## src/design/ldva_pkg.sv

```systemverilog
// Shared types and constants for the linear distance volume attenuator.
`default_nettype none
package ldva_pkg;

  localparam int RAD_W    = 24;  // radius width, Q16.8
  localparam int BASE_W   = 15;  // base volume, Q7.8
  localparam int MULT_W   = 16;  // multiplier, Q4.12
  localparam int VOL_W    = 19;  // result volume, Q11.8
  localparam int PEAK_W   = BASE_W + MULT_W;
  localparam int LEG_W    = 26;  // clamped leg magnitude
  localparam int SQ_W     = 2 * RAD_W;  // distance squared in the audible range
  localparam int ROOT_W   = RAD_W;
  localparam int FRAC_SH  = 12;  // multiplier fraction bits
  localparam int PROD_W   = PEAK_W + RAD_W;
  localparam int OUT_W    = 24;  // result tdata, padded to bytes
  localparam int ZONE_W   = 2;

  // config register indexes
  localparam logic CFG_LIS_X = 1'b0;
  localparam logic CFG_LIS_Y = 1'b1;

  typedef enum logic [ZONE_W-1:0] {
    ZONE_SILENT = 2'd0,
    ZONE_FULL   = 2'd1,
    ZONE_FALL   = 2'd2,
    ZONE_ZERO   = 2'd3
  } zone_t;

  // Per-request data that rides along the root and divide pipes.
  typedef struct packed {
    zone_t              zone;
    logic [PEAK_W-1:0]  peak;
    logic [RAD_W-1:0]   hear;
    logic [RAD_W-1:0]   scope;
  } ldva_side_t;

endpackage
`default_nettype wire

```

## src/design/ldva_sqrt.sv

```systemverilog
// Pipelined integer square root, two radicand bits per stage.
`default_nettype none
module ldva_sqrt
  import ldva_pkg::*;
(
  input  wire logic            clk,
  input  wire logic            rst_n,
  input  wire logic            en,
  input  wire logic            v_in,
  input  wire logic [SQ_W-1:0] s_in,
  input  ldva_side_t           side_in,
  output logic                 v_out,
  output logic [ROOT_W-1:0]    root_out,
  output ldva_side_t           side_out
);

  localparam int STEPS = ROOT_W;
  localparam int REM_W = ROOT_W + 2;

  logic              v_r    [0:STEPS];
  logic [SQ_W-1:0]   s_r    [0:STEPS];
  logic [REM_W-1:0]  rem_r  [0:STEPS];
  logic [ROOT_W-1:0] root_r [0:STEPS];
  ldva_side_t        side_r [0:STEPS];

  assign v_r[0]    = v_in;
  assign s_r[0]    = s_in;
  assign rem_r[0]  = '0;
  assign root_r[0] = '0;
  assign side_r[0] = side_in;

  for (genvar i = 0; i < STEPS; i++) begin : g_step
    logic [REM_W-1:0] remx, trial;
    logic             take;

    assign remx  = {rem_r[i][REM_W-3:0], s_r[i][SQ_W-1-2*i -: 2]};
    assign trial = {root_r[i], 2'b01};
    assign take  = remx >= trial;

    always_ff @(posedge clk) begin
      if (!rst_n) begin
        v_r[i+1] <= 1'b0;
      end else if (en) begin
        v_r[i+1] <= v_r[i];
      end
    end

    always_ff @(posedge clk) begin
      if (en) begin
        s_r[i+1]    <= s_r[i];
        side_r[i+1] <= side_r[i];
        rem_r[i+1]  <= take ? remx - trial : remx;
        root_r[i+1] <= {root_r[i][ROOT_W-2:0], take};
      end
    end
  end

  assign v_out    = v_r[STEPS];
  assign root_out = root_r[STEPS];
  assign side_out = side_r[STEPS];

endmodule
`default_nettype wire

```

## config.mk

```make
export PLATFORM = sky130hd
export DESIGN_NAME = ldva_sqrt
export DESIGN_NICKNAME = d
export VERILOG_FILES = /design/src/design/ldva_pkg.sv /design/src/design/ldva_sqrt.sv
export SDC_FILE = /design/constraint.sdc
export NUM_CORES = 2
export LEC_CHECK = 0
export BUFFER_PORTS_ARGS = -buffer_cell sky130_fd_sc_hd__buf_2
export CORE_MARGIN = 2
export CORE_UTILIZATION = 45
export CTS_CLUSTER_SIZE = 25
export DETAILED_ROUTE_END_ITERATION = 10
export GPL_ROUTABILITY_DRIVEN = 0
export PLACE_DENSITY = 0.7
export SLEW_MARGIN = 20
export SYNTH_ARGS = -nofsm -noshare
export SYNTH_HDL_FRONTEND = slang
export SYNTH_SLANG_ARGS = --single-unit
export TNS_END_PERCENT = 100
```

## constraint.sdc

```tcl
create_clock -name clk -period 2.95 [get_ports clk]
set_input_delay 0.4425 -clock clk [delete_from_list [all_inputs] [get_ports clk]]
set_output_delay 0.4425 -clock clk [all_outputs]
set_load 0.01 [all_outputs]
```

Yosys cells after proc, flatten, opt, wreduce, memory -nomap -nowiden
Cells that the tools add are included.

Flip-flop bits (word level): 3351. Input port bits: 133. Output and inout port bits: 106. Logic and storage cells: 261.

Add/sub/neg operators: 23. $lt $le $gt $ge: 24. Multiplexer cells: 23.

Operators by type and width (number): two-way mux 24 bit (22); greater-or-equal comparator 26 x 10 -> 1 bit (1); greater-or-equal comparator 26 x 11 -> 1 bit (1); greater-or-equal comparator 26 x 12 -> 1 bit (1); greater-or-equal comparator 26 x 13 -> 1 bit (1); greater-or-equal comparator 26 x 14 -> 1 bit (1); greater-or-equal comparator 26 x 15 -> 1 bit (1); greater-or-equal comparator 26 x 16 -> 1 bit (1); greater-or-equal comparator 26 x 17 -> 1 bit (1); greater-or-equal comparator 26 x 18 -> 1 bit (1); greater-or-equal comparator 26 x 19 -> 1 bit (1); greater-or-equal comparator 26 x 20 -> 1 bit (1); greater-or-equal comparator 26 x 21 -> 1 bit (1); greater-or-equal comparator 26 x 22 -> 1 bit (1); greater-or-equal comparator 26 x 23 -> 1 bit (1); greater-or-equal comparator 26 x 24 -> 1 bit (1); greater-or-equal comparator 26 x 25 -> 1 bit (1); greater-or-equal comparator 26 x 3 -> 1 bit (1); greater-or-equal comparator 26 x 4 -> 1 bit (1); greater-or-equal comparator 26 x 5 -> 1 bit (1); greater-or-equal comparator 26 x 6 -> 1 bit (1); greater-or-equal comparator 26 x 7 -> 1 bit (1); greater-or-equal comparator 26 x 8 -> 1 bit (1); greater-or-equal comparator 26 x 9 -> 1 bit (1); 25 further kinds (25).

Longest topological paths before layout
Depth after elaboration: 2. Depth in mapped cells: 13. Depth with buffers taken out: 11.

Worst setup path before layout
OpenSTA, ideal clock, no wires.

Path kind: register -> register. Start point: register rem_r, in the netlist g_step[19].remx[2]. End point: register rem_r, in the netlist g_step[20].remx[21], data pin. Setup time: 0.260 ns. Arrival: 2.729 ns. Data required time: 2.690 ns. Path slack: -0.038 ns. Cell stages (with the launch flop): 11. Path buffers: 2. Clock period less this slack: 2.988 ns. Path through: edfxtp_1 > ha_1 > nor2b_1 > o31a_1 > o32ai_2 > o211a_1 > o21ai_1 > a2111o_1 > buf_2 > buf_2 > mux2_2.

Cells in the longest elaborated chain, start to end: 2.

Ends and longest elaborated chain: from (decl) (RTL line ldva_sqrt.sv:22) `logic [REM_W-1:0] rem_r [0:STEPS];`; from (signal, indexed assignment) (RTL line ldva_sqrt.sv:52) `rem_r[i+1] <= take ? remx - trial : remx;`; subtractor 24 x 21 -> 24 bit / greater-or-equal comparator 26 x 21 -> 1 bit (equally long branches) (RTL line ldva_sqrt.sv:52, ldva_sqrt.sv:38); two-way mux 24 bit (*) (RTL line ldva_sqrt.sv:52).

Mark *: on every way between the ends. The rest lies on a longest branch, timed or not. A chain may end at the register's enable or synchronous reset.

Worst setup path in the final report
Start point: register root_r, in the netlist g_step[19].trial[2]. End point: register rem_r, in the netlist g_step[20].remx[8], data pin.

Cells in the longest elaborated chain, start to end: 2.

Ends and longest elaborated chain: from (decl) (RTL line ldva_sqrt.sv:23) `logic [ROOT_W-1:0] root_r [0:STEPS];`; from (signal, indexed assignment) (RTL line ldva_sqrt.sv:53) `root_r[i+1] <= {root_r[i][ROOT_W-2:0], take};`; subtractor 24 x 21 -> 24 bit / greater-or-equal comparator 26 x 21 -> 1 bit (equally long branches) (RTL line ldva_sqrt.sv:52, ldva_sqrt.sv:38); two-way mux 24 bit (*) (RTL line ldva_sqrt.sv:52).

Marked as above.

==> impl_metrics.tcl <==
set metrics [dict create \
    critPathRequiredTime_ns 3.55 \
    fp.dieW_um 528 \
    yosysTopAreaCell "edfxtp_1" \
    ir_drop_uv 509 \
    numCtsBuffers 336 \
    root_buffer "clkbuf_16" \
    yosys_warnings 0 \
    die_area_um2 279000 \
    num_rows 192 \
    design_area_um2 144000 \
    synth_nets 7414 \
    firstDrtPassIters 9 \
    worstSetupPathType "register to register" \
    swShare_pct 23.2 \
    critPathArrivalTime_ns 3.56 \
    synth_edf_count 3318 \
    clk_path_buf_depth 4 \
    synth-async-reset-ratio_pct 0 \
    min_period_ns 2.96 \
    grt_max_degree 160 \
    multi_input_area_um2 21700 \
    dp_hpwl_um 117000 \
    yosysTopAreaCellShare_pct 80.7 \
    die_h_um 528 \
    p_clk_share_pct 36.6 \
    clk_latency_ns 0.92 \
    clock_sinks 3342 \
    hold_violations 0 \
    htreeDepth 5 \
    setup_violations 1 \
    endpoint_kind "register" \
    start_util_pct 45.2 \
    power_switching_mw 25.9 \
    max_freq_mhz 338 \
    final.fill_count 20944 \
    grt_usage_pct 13.3 \
    layout-drive-gt1-share_pct 15.8 \
    relSlewSlack_pct 43.3 \
    placed_cell_area_um2 131000 \
    vias 58350 \
    synthTopCellsByArea "edfxtp_1 (81%), ha_1 (3.3%), xor2_1 (1.5%), xnor2_1 (1.4%), inv_1 (1.2%)" \
    internal_power_mw 86.1 \
    ios 239 \
    design.core.area_um2 273000 \
    cp_slowest_cell "a2111o_1" \
    cp-start-kind "register" \
    netlist_instances 6956 \
    globalRouteOverflowTotal 0 \
    via_per_inst 4.99 \
    timing.final.crit_share_pct 100 \
    nets 8299 \
    grt_pass1_wl_um 304000 \
    leakage_nw 52.3 \
    clk_pin_slew_ns 0.06 \
    worst_pin_slew_ns 0.830 \
    netlist_area_um2 123000 \
    rsz0062_at_grt "yes" \
    drt_iter0_drc 4024 \
    p_seq_share_pct 52.7 \
    status "complete, but fails checks" \
    wl_per_cell_um 16.4 \
    hold_path_class "primary input to register" \
    pwr-share-comb_pct 10.8 \
    critPathMaxFanout 18 \
    final_common_cell "edfxtp_1" \
    ys_seq_elements 3342 \
    finalWorstSetupSlack_ns -0.00622 \
    grt_pass1_vias 60191 \
    cap_violations 0 \
    yosys_most_used_dff "edfxtp_1" \
    dp_slack_ns -0.134 \
    antenna_found_initial 1 \
    finClkSkew_ns 0.0623 \
    layout_common_cells "edfxtp_1 (3318), inv_1 (398), nand2_1 (343)" \
    portBuffers 238 \
    wirelength_um 191000 \
    ys_types 88 \
    cpPeakStageDelay_ns 0.43 \
    ant_nets 0 \
    synth.avg_cell_area_um2 17.8 \
    timing.setup.tns_ns -0.00622 \
    synth.yosys.seq_area_share_pct 81.1 \
    worstPathCellList "inv_2 > ha_4 > nor2b_1 > o31a_1 > o32ai_2 > o211a_1 > o21ai_2 > a2111o_1 > buf_12 > mux2_2" \
    seq_area_um2 100000 \
    powerDensity_nw_per_um2 776 \
    violations "setup timing" \
    cts_tree "yes" \
    drc_errors 0 \
    drv_slew 0 \
    area_growth_pct 16.8 \
    p_total_mw 112 \
]
state kept, by name, indices dropped and copies added, names as in the netlist:
name,flops
side_r,1863
side_out,81
v_r,23
g_step.trial,276
root_out,24
v_out,1
g_step.remx,568
s_r,506
synthesized netlist by cell type (all sizes together) (13+ instances only):
cell type / count
edfxtp: 3318
inv: 402
nand2: 346
ha: 325
nor2: 293
a21oi: 281
o21ai: 267
xor2: 217
xnor2: 201
nor3: 122
buf: 97
a21o: 91
nor4: 74
clkbuf: 71
nand3: 71
nor2b: 60
o21a: 60
mux2: 55
nand2b: 48
nand4: 44
mux2i: 42
or3: 41
a211oi: 31
a31oi: 31
and3: 28
o21bai: 28
o31ai: 27
or4: 25
dfxtp: 24
or2: 22
and2: 17
nor3b: 17
nand3b: 15
a2111oi: 14
o211ai: 13
power groups by stage:
stage	logic (mW)	registers (mW)	clock network, mW
after floorplan	7.60	59.2	0
after global placement	10.7	59.7	0
after detailed placement	11.3	59.9	0
after CTS	11.6	59.0	42.3
after global routing	13.4	59.4	44.0
final	12.1	59.0	41.0
timing repair:
action                                  CTS  global route
hold endpoints to repair                161             0
setup buffers                             1            34
cloned                                    0             2
resized for setup                        35           141
endpoints found under the setup margin   76           223
pin swaps                                 7            36
hold buffers                            134             0
logic make-up after synthesis:
| logic type | Yosys count | synth area share (%) |
|---|---|---|
| mux | 97 | 0.842 |
| buf+inv | 570 | 2.00 |
| flops | 3342 | 81.1 |
| fa+ha+maj | 325 | 3.29 |
| compound gates | 953 | 4.82 |
| other cells | 1 | 0.00304 |
| xor+xnor | 418 | 2.96 |
| simple gates | 1250 | 5.01 |
path summary, 6_finish.rpt:
check | start | endpoint | slack, ns | cells past startpoint
setup / recovery | g_step[19].trial[2] | g_step[20].remx[8] | -0.006 | 10
hold / removal | side_in[47] | side_r[1910] | 0.22 | 2
setup reg to reg | g_step[19].trial[2] | g_step[20].remx[8] | -0.006 | 10
hold reg to reg | side_r[1620] | side_r[1539] | 0.37 | 0
final cells by class:
cell class	instances	area share, %
sequential	3342	69.4
multi-input combinational	3044	15.0
clock buffer	409	6.09
timing repair buffer	715	3.97
tap	3589	3.11
clock inverter	194	1.34
inverter	402	1.05
antenna	3	0.00520
critical path, delay by kind of cell (launching register included):
| kind | cells | cell delay [ns] |
|---|---|---|
| DFF | 1 | 0.40 |
| buffers and inverters | 2 | 0.28 |
| and+or+nand+nor | 1 | 0.14 |
| muxes | 1 | 0.28 |
| AOI/OAI and AO/OA | 5 | 1.36 |
| adders and majority gates | 1 | 0.20 |
layer usage:
metal  track usage [%]  wire length [um]  vias to the layer above
li1                  -                 -                    28222
met1              14.9             74000                    28221
met2              24.6            101000                     1367
met3              2.24              7560                      540
met4              6.43              8410                        0
met5                 0                 0                        -
stage by stage:
step	utilization [%]	hold WS, ns	cells
after floorplan	-	0.400	6956
after global placement	48.0	0.400	10921
after detailed placement	48.0	0.405	10921
after CTS	52.4	0.117	11659
after global routing	52.8	0.175	11697
final	52.8	0.222	11698
Note: power is estimated with default switching activity, not from simulation.
