--- src/design/ldva_pkg.sv ---
// Shared types and constants for the linear distance volume attenuator.
`default_nettype none
package ldva_pkg;

  localparam int RAD_W    = 24;  // radius width, Q16.8
  localparam int BASE_W   = 15;  // base volume, Q7.8
  localparam int MULT_W   = 16;  // multiplier, Q4.12
  localparam int VOL_W    = 19;  // result volume, Q11.8
  localparam int PEAK_W   = BASE_W + MULT_W;
  localparam int LEG_W    = 26;  // clamped leg magnitude
  localparam int SQ_W     = 2 * RAD_W;  // distance squared in the audible range
  localparam int ROOT_W   = RAD_W;
  localparam int FRAC_SH  = 12;  // multiplier fraction bits
  localparam int PROD_W   = PEAK_W + RAD_W;
  localparam int OUT_W    = 24;  // result tdata, padded to bytes
  localparam int ZONE_W   = 2;

  // config register indexes
  localparam logic CFG_LIS_X = 1'b0;
  localparam logic CFG_LIS_Y = 1'b1;

  typedef enum logic [ZONE_W-1:0] {
    ZONE_SILENT = 2'd0,
    ZONE_FULL   = 2'd1,
    ZONE_FALL   = 2'd2,
    ZONE_ZERO   = 2'd3
  } zone_t;

  // Per-request data that rides along the root and divide pipes.
  typedef struct packed {
    zone_t              zone;
    logic [PEAK_W-1:0]  peak;
    logic [RAD_W-1:0]   hear;
    logic [RAD_W-1:0]   scope;
  } ldva_side_t;

endpackage
`default_nettype wire

--- src/design/ldva_fall.sv ---
// Falloff scaling: peak times remaining distance, then pipelined divide by scope.
`default_nettype none
module ldva_fall
  import ldva_pkg::*;
(
  input  wire logic              clk,
  input  wire logic              rst_n,
  input  wire logic              en,
  input  wire logic              v_in,
  input  wire logic [ROOT_W-1:0] root,
  input  ldva_side_t             side_in,
  output logic                   v_out,
  output logic [VOL_W-1:0]       vol_out,
  output zone_t                  zone_out
);

  localparam int NUM_W = PROD_W - FRAC_SH;  // numerator after dropping fraction
  localparam int STEPS = VOL_W;             // quotient always fits the result

  logic [RAD_W-1:0]  rem_dist;
  logic              vm_r;
  logic [PROD_W-1:0] prod_r;
  ldva_side_t        sidem_r;

  assign rem_dist = side_in.hear - root;

  always_ff @(posedge clk) begin
    if (!rst_n) begin
      vm_r <= 1'b0;
    end else if (en) begin
      vm_r <= v_in;
    end
  end

  always_ff @(posedge clk) begin
    if (en) begin
      prod_r  <= PROD_W'(side_in.peak) * PROD_W'(rem_dist);
      sidem_r <= side_in;
    end
  end

  logic              v_r    [0:STEPS];
  logic [RAD_W-1:0]  r_r    [0:STEPS];
  logic [STEPS-1:0]  n_r    [0:STEPS];
  logic [STEPS-1:0]  q_r    [0:STEPS];
  ldva_side_t        side_r [0:STEPS];

  // numerator top bits are already below the divisor
  assign v_r[0]    = vm_r;
  assign r_r[0]    = prod_r[PROD_W-1 -: RAD_W];
  assign n_r[0]    = prod_r[FRAC_SH +: STEPS];
  assign q_r[0]    = '0;
  assign side_r[0] = sidem_r;

  for (genvar i = 0; i < STEPS; i++) begin : g_step
    logic [RAD_W:0] rx;
    logic           take;

    assign rx   = {r_r[i], n_r[i][STEPS-1]};
    assign take = rx >= {1'b0, side_r[i].scope};

    always_ff @(posedge clk) begin
      if (!rst_n) begin
        v_r[i+1] <= 1'b0;
      end else if (en) begin
        v_r[i+1] <= v_r[i];
      end
    end

    always_ff @(posedge clk) begin
      if (en) begin
        side_r[i+1] <= side_r[i];
        n_r[i+1]    <= {n_r[i][STEPS-2:0], 1'b0};
        q_r[i+1]    <= {q_r[i][STEPS-2:0], take};
        r_r[i+1]    <= take ? RAD_W'(rx - {1'b0, side_r[i].scope}) : rx[RAD_W-1:0];
      end
    end
  end

  logic [VOL_W-1:0] vol_nxt;

  always_comb begin
    unique case (side_r[STEPS].zone)
      ZONE_FULL: vol_nxt = side_r[STEPS].peak[PEAK_W-1:FRAC_SH];
      ZONE_FALL: vol_nxt = q_r[STEPS];
      default:   vol_nxt = '0;
    endcase
  end

  always_ff @(posedge clk) begin
    if (!rst_n) begin
      v_out <= 1'b0;
    end else if (en) begin
      v_out <= v_r[STEPS];
    end
  end

  always_ff @(posedge clk) begin
    if (en) begin
      vol_out  <= vol_nxt;
      zone_out <= side_r[STEPS].zone;
    end
  end

  // NUM_W documents the divide span: top RAD_W bits plus STEPS shifted-in bits
  if (NUM_W != RAD_W + STEPS) begin : g_bad_width
    $error("divide width mismatch");
  end

endmodule
`default_nettype wire

--- config.mk ---
export PLATFORM = sky130hd
export DESIGN_NAME = ldva_fall
export DESIGN_NICKNAME = d
export VERILOG_FILES = /design/src/design/ldva_pkg.sv /design/src/design/ldva_fall.sv
export SDC_FILE = /design/constraint.sdc
export NUM_CORES = 2
export LEC_CHECK = 0
export BUFFER_PORTS_ARGS = -buffer_cell sky130_fd_sc_hd__buf_2
export CAP_MARGIN = 20
export CORE_MARGIN = 2
export CORE_UTILIZATION = 45
export DETAILED_ROUTE_END_ITERATION = 12
export PLACE_DENSITY = 0.64
export RECOVER_POWER = 25
export SETUP_SLACK_MARGIN = 0.1
export SLEW_MARGIN = 20
export SYNTH_ARGS = -nofsm -noshare
export SYNTH_HDL_FRONTEND = slang
export SYNTH_SLANG_ARGS = --single-unit
--- constraint.sdc ---
create_clock -name clk -period 13 [get_ports clk]
set_input_delay 1.3 -clock clk [delete_from_list [all_inputs] [get_ports clk]]
set_output_delay 1.3 -clock clk [all_outputs]
set_load 0.1 [all_outputs]
Word level (Yosys, flattened, before mapping)
Index checks and enable logic that the tools add are counted.
W data, S select, Z words.
{"block": "op_classes", "add_sub_neg": 19, "mul": 1, "n_div": 0, "magnitude_cmp": 19, "eq_ne": 2, "shifts": 0, "n_mux": 19, "bitwise": 0, "n_reduce_logical": 0}
{"op": "$ge A25 B24 Y1", "n": 19}
{"op": "$sub A24 B24 Y24", "n": 19}
{"op": "$mux W24", "n": 18}
{"op": "$mul A31 B24 Y55", "n": 1}
{"op": "$pmux W19 S2", "n": 1}
{"op": "$eq A2 B1 Y1 const B", "n": 1}
{"op": "$eq A2 B2 Y1 const B", "n": 1}
{"block": "totals", "regBits": 2006, "latch_bits": 0, "ramBits": 0, "rom_bits": 0, "input_bits": 109, "word_cells": 198, "mem_count": 0}

Logic depth before layout (Yosys ltp)
{"block": "depth", "depth_word": 2, "ltp_mapped": 40, "mapped_depth_nobuf": 39}

Worst setup path before layout
Ideal clock, no wire load.
{"block": "synth_path", "path_kind": "input to register", "start": "in side_in[24] (netlist name)", "end": "reg, netlist name prod_r[47]", "setup_time_ps": 259, "t_arrival_ps": 9849, "required_ps": 12741, "path_slack_ps": 2892, "stages": 40, "cell_sequence": "inv_1 ha_1 inv_1 fa_1 a21o_1 a21oi_1 o21bai_1 a21oi_1 o21bai_1 a221o_1 o21a_1 nor2_1 o21ai_1 a31oi_1 clkbuf_1 nand2_1 fa_1 inv_1 (+4 left out) fa_1 fa_1 fa_1 inv_1 fa_1 inv_1 ha_1 a21o_1 a31o_1 nor3_1 a21oi_1 nand4_1 o211ai_1 o21ai_1 o311ai_1 o211ai_1 o31a_1 xnor2_1"}
{"block": "synth_between", "elab_chain_cells": 2}
{"element": "start: declaration", "line_no": "ldva_fall.sv:11", "source": "input ldva_side_t side_in,"}
{"element": "$sub A24 B24 Y24", "line_no": "ldva_fall.sv:25", "source": "assign rem_dist = side_in.hear - root;"}
{"element": "$mul A31 B24 Y55", "line_no": "ldva_fall.sv:37", "source": "prod_r <= PROD_W'(side_in.peak) * PROD_W'(rem_dist);"}
Every way passes these cells.
A chain may end at the register's enable or synchronous reset.

Worst setup path in the final report
{"block": "layout_path", "start": "in side_in[24] (netlist name)", "end": "reg, netlist name prod_r[47]"}
{"block": "layout_between", "elab_chain_cells": 2}
{"element": "$sub A24 B24 Y24", "line_no": "ldva_fall.sv:25"}
{"element": "$mul A31 B24 Y55", "line_no": "ldva_fall.sv:37"}
Every way passes these cells.

==> results.txt <==
* Worst-case register-to-register setup slack: 8410 ps
- Worst r2r path cells: 14
* Fraction of final layout cells with drive strength greater than 1: 0.07147
* Fraction of the yosys area taken by sequential cells: 0.5054
- The clock net in this run drives a total of ~1800 sinks.
- Post-synthesis async set-or-reset flop share: 0
- Routed Antenna Nets: 0
* Via Count: roughly 62000
* Post-synthesis cell type with the largest combined area: sky130_fd_sc_hd__edfxtp_1
- On the final layout, the worst clock skew is around 34 ps.
- Number of stages on the worst hold path: 0
* Hold Crit Endpoint: side_r[804]
* H-tree levels: 4
- Hold violation count in the final report: 0
* Global placement routability congestion: about 0.9
- Post-synth net total: between 9000 and 10000
- Result of the run: completed
* Number of resized instances in the post-cts repair step: 0
* Initial core utilization: 0.4519
- In this run, synthesis produced a sequential element count of 1754.
* Violation count after the first detailed-routing iteration: between 4000 and 5000
- In the post-synthesis netlist, the biggest area contributors are sky130_fd_sc_hd__edfxtp_1 50%, sky130_fd_sc_hd__fa_1 13%, sky130_fd_sc_hd__ha_1 7.9%.
- The count of final max-slew check failures was 0.
- Buffer levels on the longest clock path: 3
- For this run, the number of Yosys warnings is 0.
- The first TritonRoute pass finished after 8 iterations.
- The worst path in the final design needs a cycle of between 10000 and 15000 ps, including I/O delays and setup.
- Area occupied by multi-input gates: around 0.046 mm²
- In the global route stage, overall resource usage came out at 0.1875.
- Worst setup SP type: input pin
- Critical Path AT: between 10000 and 15000 ps
- The worst setup path is captured at a register.
- Area taken by flip-flops and latches: around 0.052 mm²
- Die Outline Area: 0.2345 mm²
* Clock transition at path regs: ~50 ps
- Counting every instance in the synthesized netlist gives roughly 8500.
- Slew margin rel.: 0.2426
* Filler cell count in the final layout: about 20000
- Compared with the post-synthesis result, the final layout area differs by 10.10%.
- The clock reaches the later pin of the worst-skew pair after 820 ps.
- The worst hold path begins at side_r[885].
- Total setup buffers inserted after CTS: 0
* Setup CP Type: input pin to register
- Number of CTS-inserted buffers: 190
* Count of different cell masters after synthesis: 92
* Chip Width: a little under 500 µm
- Required time of the critical path: 13550 ps
- Number of antenna violations at the first check in global routing: 6
- After the last flow step, the layout net total stands at a little over 10000.
* Residual DRC: 0
- Aggregate negative setup slack: 0 ps
- Of the post-synthesis cell area, the dominant cell type holds 0.5014.
- RSZ-0062 raised after global routing: false
- Setup-violating endpoint count in the final report: 0
- HP Class: register to register
- Wires add up to roughly 220 mm.
- Dividing the detail-routed wire length by the instance count gives about 19 µm.
- around 130 I/O pins were placed.
* Root buffer cell: sky130_fd_sc_hd__clkbuf_16
* Final-layout worst hold slack: 395.5 ps
- Among all stages on the critical path, the largest delay is contributed by sky130_fd_sc_hd__a31oi_2.
- Vias per Instance: roughly 5.3
- Capturing point of the worst reg2reg path: g_step[3].rx[23]
- Number of global-route vias before repair: roughly 66000
- For the pin with the worst max-slew slack, the measured transition is 1136 ps.
- Number of buffers added on ports: 130
- Each instance of the synthesized netlist takes up on average between 10 and 15 µm².
- The worst register-to-register path begins at side_r[1378].
- The floorplan has between 150 and 200 rows.
* Pin count of the biggest net entering global routing: about 180
- Once detailed placement completed, the half-perimeter wirelength came to roughly 160 mm.
- Final Core Density: 0.4976
* Number of buffers added to fix hold violations after cts: 0
- Along the worst path, the maximum fanout reaches 11.
- Area of the mapped netlist: just over 0.1 mm²
- The die is 484.3 µm tall.
* Post-synth EDFFs: 1733
- TritonCTS built the clock tree.
- Of the available clock period, the critical path in the final layout requires 0.8453.
* Primary flip-flop cell chosen by synthesis mapping: sky130_fd_sc_hd__edfxtp_1
- Timing-limited maximum frequency: 91.00 MHz
- The region available for standard cell placement spans between 0.2 and 0.25 mm².
- In this design, the stage delay of the slowest critical-path cell is 550 ps.
* Max-cap violation count: 0
* Wire length of the first global-routing pass: 351.2 mm
- The total overflow left after global routing is 0.
## synthesized netlist by cell type, types with 10 or more instances
| library cell | count |
|---|---|
| sky130_fd_sc_hd__nor2_1 | 326 |
| sky130_fd_sc_hd__clkbuf_1 | 170 |
| sky130_fd_sc_hd__a22oi_1 | 23 |
| sky130_fd_sc_hd__a2111oi_0 | 10 |
| sky130_fd_sc_hd__a21oi_1 | 360 |
| sky130_fd_sc_hd__o21bai_1 | 57 |
| sky130_fd_sc_hd__o21ai_1 | 128 |
| sky130_fd_sc_hd__nand3_1 | 64 |
| sky130_fd_sc_hd__edfxtp_1 | 1733 |
| sky130_fd_sc_hd__or3_1 | 14 |
| sky130_fd_sc_hd__mux2_1 | 138 |
| sky130_fd_sc_hd__and2_1 | 239 |
| sky130_fd_sc_hd__o21ai_0 | 199 |
| sky130_fd_sc_hd__and3_1 | 30 |
| sky130_fd_sc_hd__mux2_2 | 70 |
| sky130_fd_sc_hd__nand2b_1 | 82 |
| sky130_fd_sc_hd__nor2b_1 | 132 |
| sky130_fd_sc_hd__nand2_1 | 790 |
| sky130_fd_sc_hd__o211ai_1 | 21 |
| sky130_fd_sc_hd__mux2i_1 | 50 |
| sky130_fd_sc_hd__a31oi_1 | 52 |
| sky130_fd_sc_hd__nand4_1 | 70 |
| sky130_fd_sc_hd__inv_1 | 1291 |
| sky130_fd_sc_hd__a21o_1 | 221 |
| sky130_fd_sc_hd__xnor2_1 | 272 |
| sky130_fd_sc_hd__xor2_1 | 137 |
| sky130_fd_sc_hd__a21boi_0 | 14 |
| sky130_fd_sc_hd__or2_2 | 12 |
| sky130_fd_sc_hd__nor3_1 | 75 |
| sky130_fd_sc_hd__fa_1 | 654 |
| sky130_fd_sc_hd__o31a_1 | 11 |
| sky130_fd_sc_hd__mux2_4 | 17 |
| sky130_fd_sc_hd__o31ai_1 | 28 |
| sky130_fd_sc_hd__dfxtp_1 | 21 |
| sky130_fd_sc_hd__nor4_1 | 10 |
| sky130_fd_sc_hd__and4_1 | 16 |
| sky130_fd_sc_hd__a211oi_1 | 33 |
| sky130_fd_sc_hd__buf_2 | 32 |
| sky130_fd_sc_hd__a21boi_1 | 15 |
| sky130_fd_sc_hd__ha_1 | 658 |
| sky130_fd_sc_hd__o21a_1 | 53 |
## cell type report
type / count / share of cell area
clock buffers: 229 / 0.04326
multi-input cells: 5228 / 0.4013
diodes: 2 / 0.00004379
inverters: 1295 / 0.04253
repair buffers: 193 / 0.01069
flip-flops and latches: 1754 / 0.4590
clock inverters: 116 / 0.009985
well taps: 3026 / 0.03313
## state kept, by name, indices dropped and copies added, names as in the netlist
register and count:
side_r 876, g_step.rx 450, q_r 190, n_r 153, prod_r 43, v_r 19
vol_out 19, zone_out 2, v_out 1, vm_r 1
## cell usage in the layout, fill, tap and decap left out, types with 70 or more instances in the layout
cell	count
sky130_fd_sc_hd__edfxtp_1	1733
sky130_fd_sc_hd__inv_1	1291
sky130_fd_sc_hd__nand2_1	790
sky130_fd_sc_hd__ha_1	657
sky130_fd_sc_hd__fa_1	653
sky130_fd_sc_hd__a21oi_1	358
sky130_fd_sc_hd__nor2_1	323
sky130_fd_sc_hd__xnor2_1	259
sky130_fd_sc_hd__and2_1	239
sky130_fd_sc_hd__a21o_1	221
sky130_fd_sc_hd__o21ai_0	199
sky130_fd_sc_hd__clkbuf_16	192
sky130_fd_sc_hd__mux2_1	138
sky130_fd_sc_hd__nor2b_1	132
sky130_fd_sc_hd__xor2_1	132
sky130_fd_sc_hd__buf_2	129
sky130_fd_sc_hd__o21ai_1	127
sky130_fd_sc_hd__nand2b_1	82
sky130_fd_sc_hd__nor3_1	73
sky130_fd_sc_hd__nand4_1	70
sky130_fd_sc_hd__mux2_2	70
## layer usage
metal	GRT usage	share of wire
met1	0.2373	0.42
met2	0.3255	0.50
met3	0.02962	0.047
met4	0.06592	0.032
met5	0	0
## metrics by stage
| stage | worst slack (ps) | cell area [µm²] | instances |
|---|---|---|---|
| floorplan | 2892 | 103800 | 8494 |
| detailed placement | 1184 | 108200 | 11500 |
| global route | 1347 | 114300 | 11840 |
| global placement | 1151 | 108200 | 11500 |
| CTS | 2048 | 114200 | 11840 |
| finish | 2011 | 114300 | 11840 |
## critical path, delay by kind of cell
family          cells  cell delay [ps]
compound gates     17             4440
xor+xnor            1              120
fa+ha+maj          10             4350
buf+inv             8              440
simple gates        4              850
## kinds of logic (layout without fill, tap and decap cells)
| kind of cell | after synthesis | count (layout) | share of synthesized area |
|---|---|---|---|
| simple gates | 1894 | 1894 | 0.08671 |
| flops | 1754 | 1754 | 0.5054 |
| buf+inv | 1512 | 1833 | 0.05581 |
| compound gates | 1338 | 1338 | 0.08225 |
| fa+ha+maj | 1312 | 1312 | 0.2055 |
| xor+xnor | 409 | 409 | 0.03451 |
| mux | 275 | 275 | 0.02985 |
| other cells | 0 | 2 | 0 |
## worst max-delay path by stage
stage | slack [ps] | cells after the start | startpoint | end
after floorplan | 2890 | 40 | side_in[24] | prod_r[47]
after global placement | 1150 | 40 | side_in[24] | prod_r[47]
after detailed placement | 1180 | 40 | side_in[24] | prod_r[47]
after CTS | 2050 | 40 | side_in[24] | prod_r[47]
after global routing | 1350 | 40 | side_in[24] | prod_r[47]
final | 2010 | 40 | side_in[24] | prod_r[47]
Power is left out: the tool's default activity adds up to more than one toggle a clock period on the data nets, which glitch-free logic cannot reach.
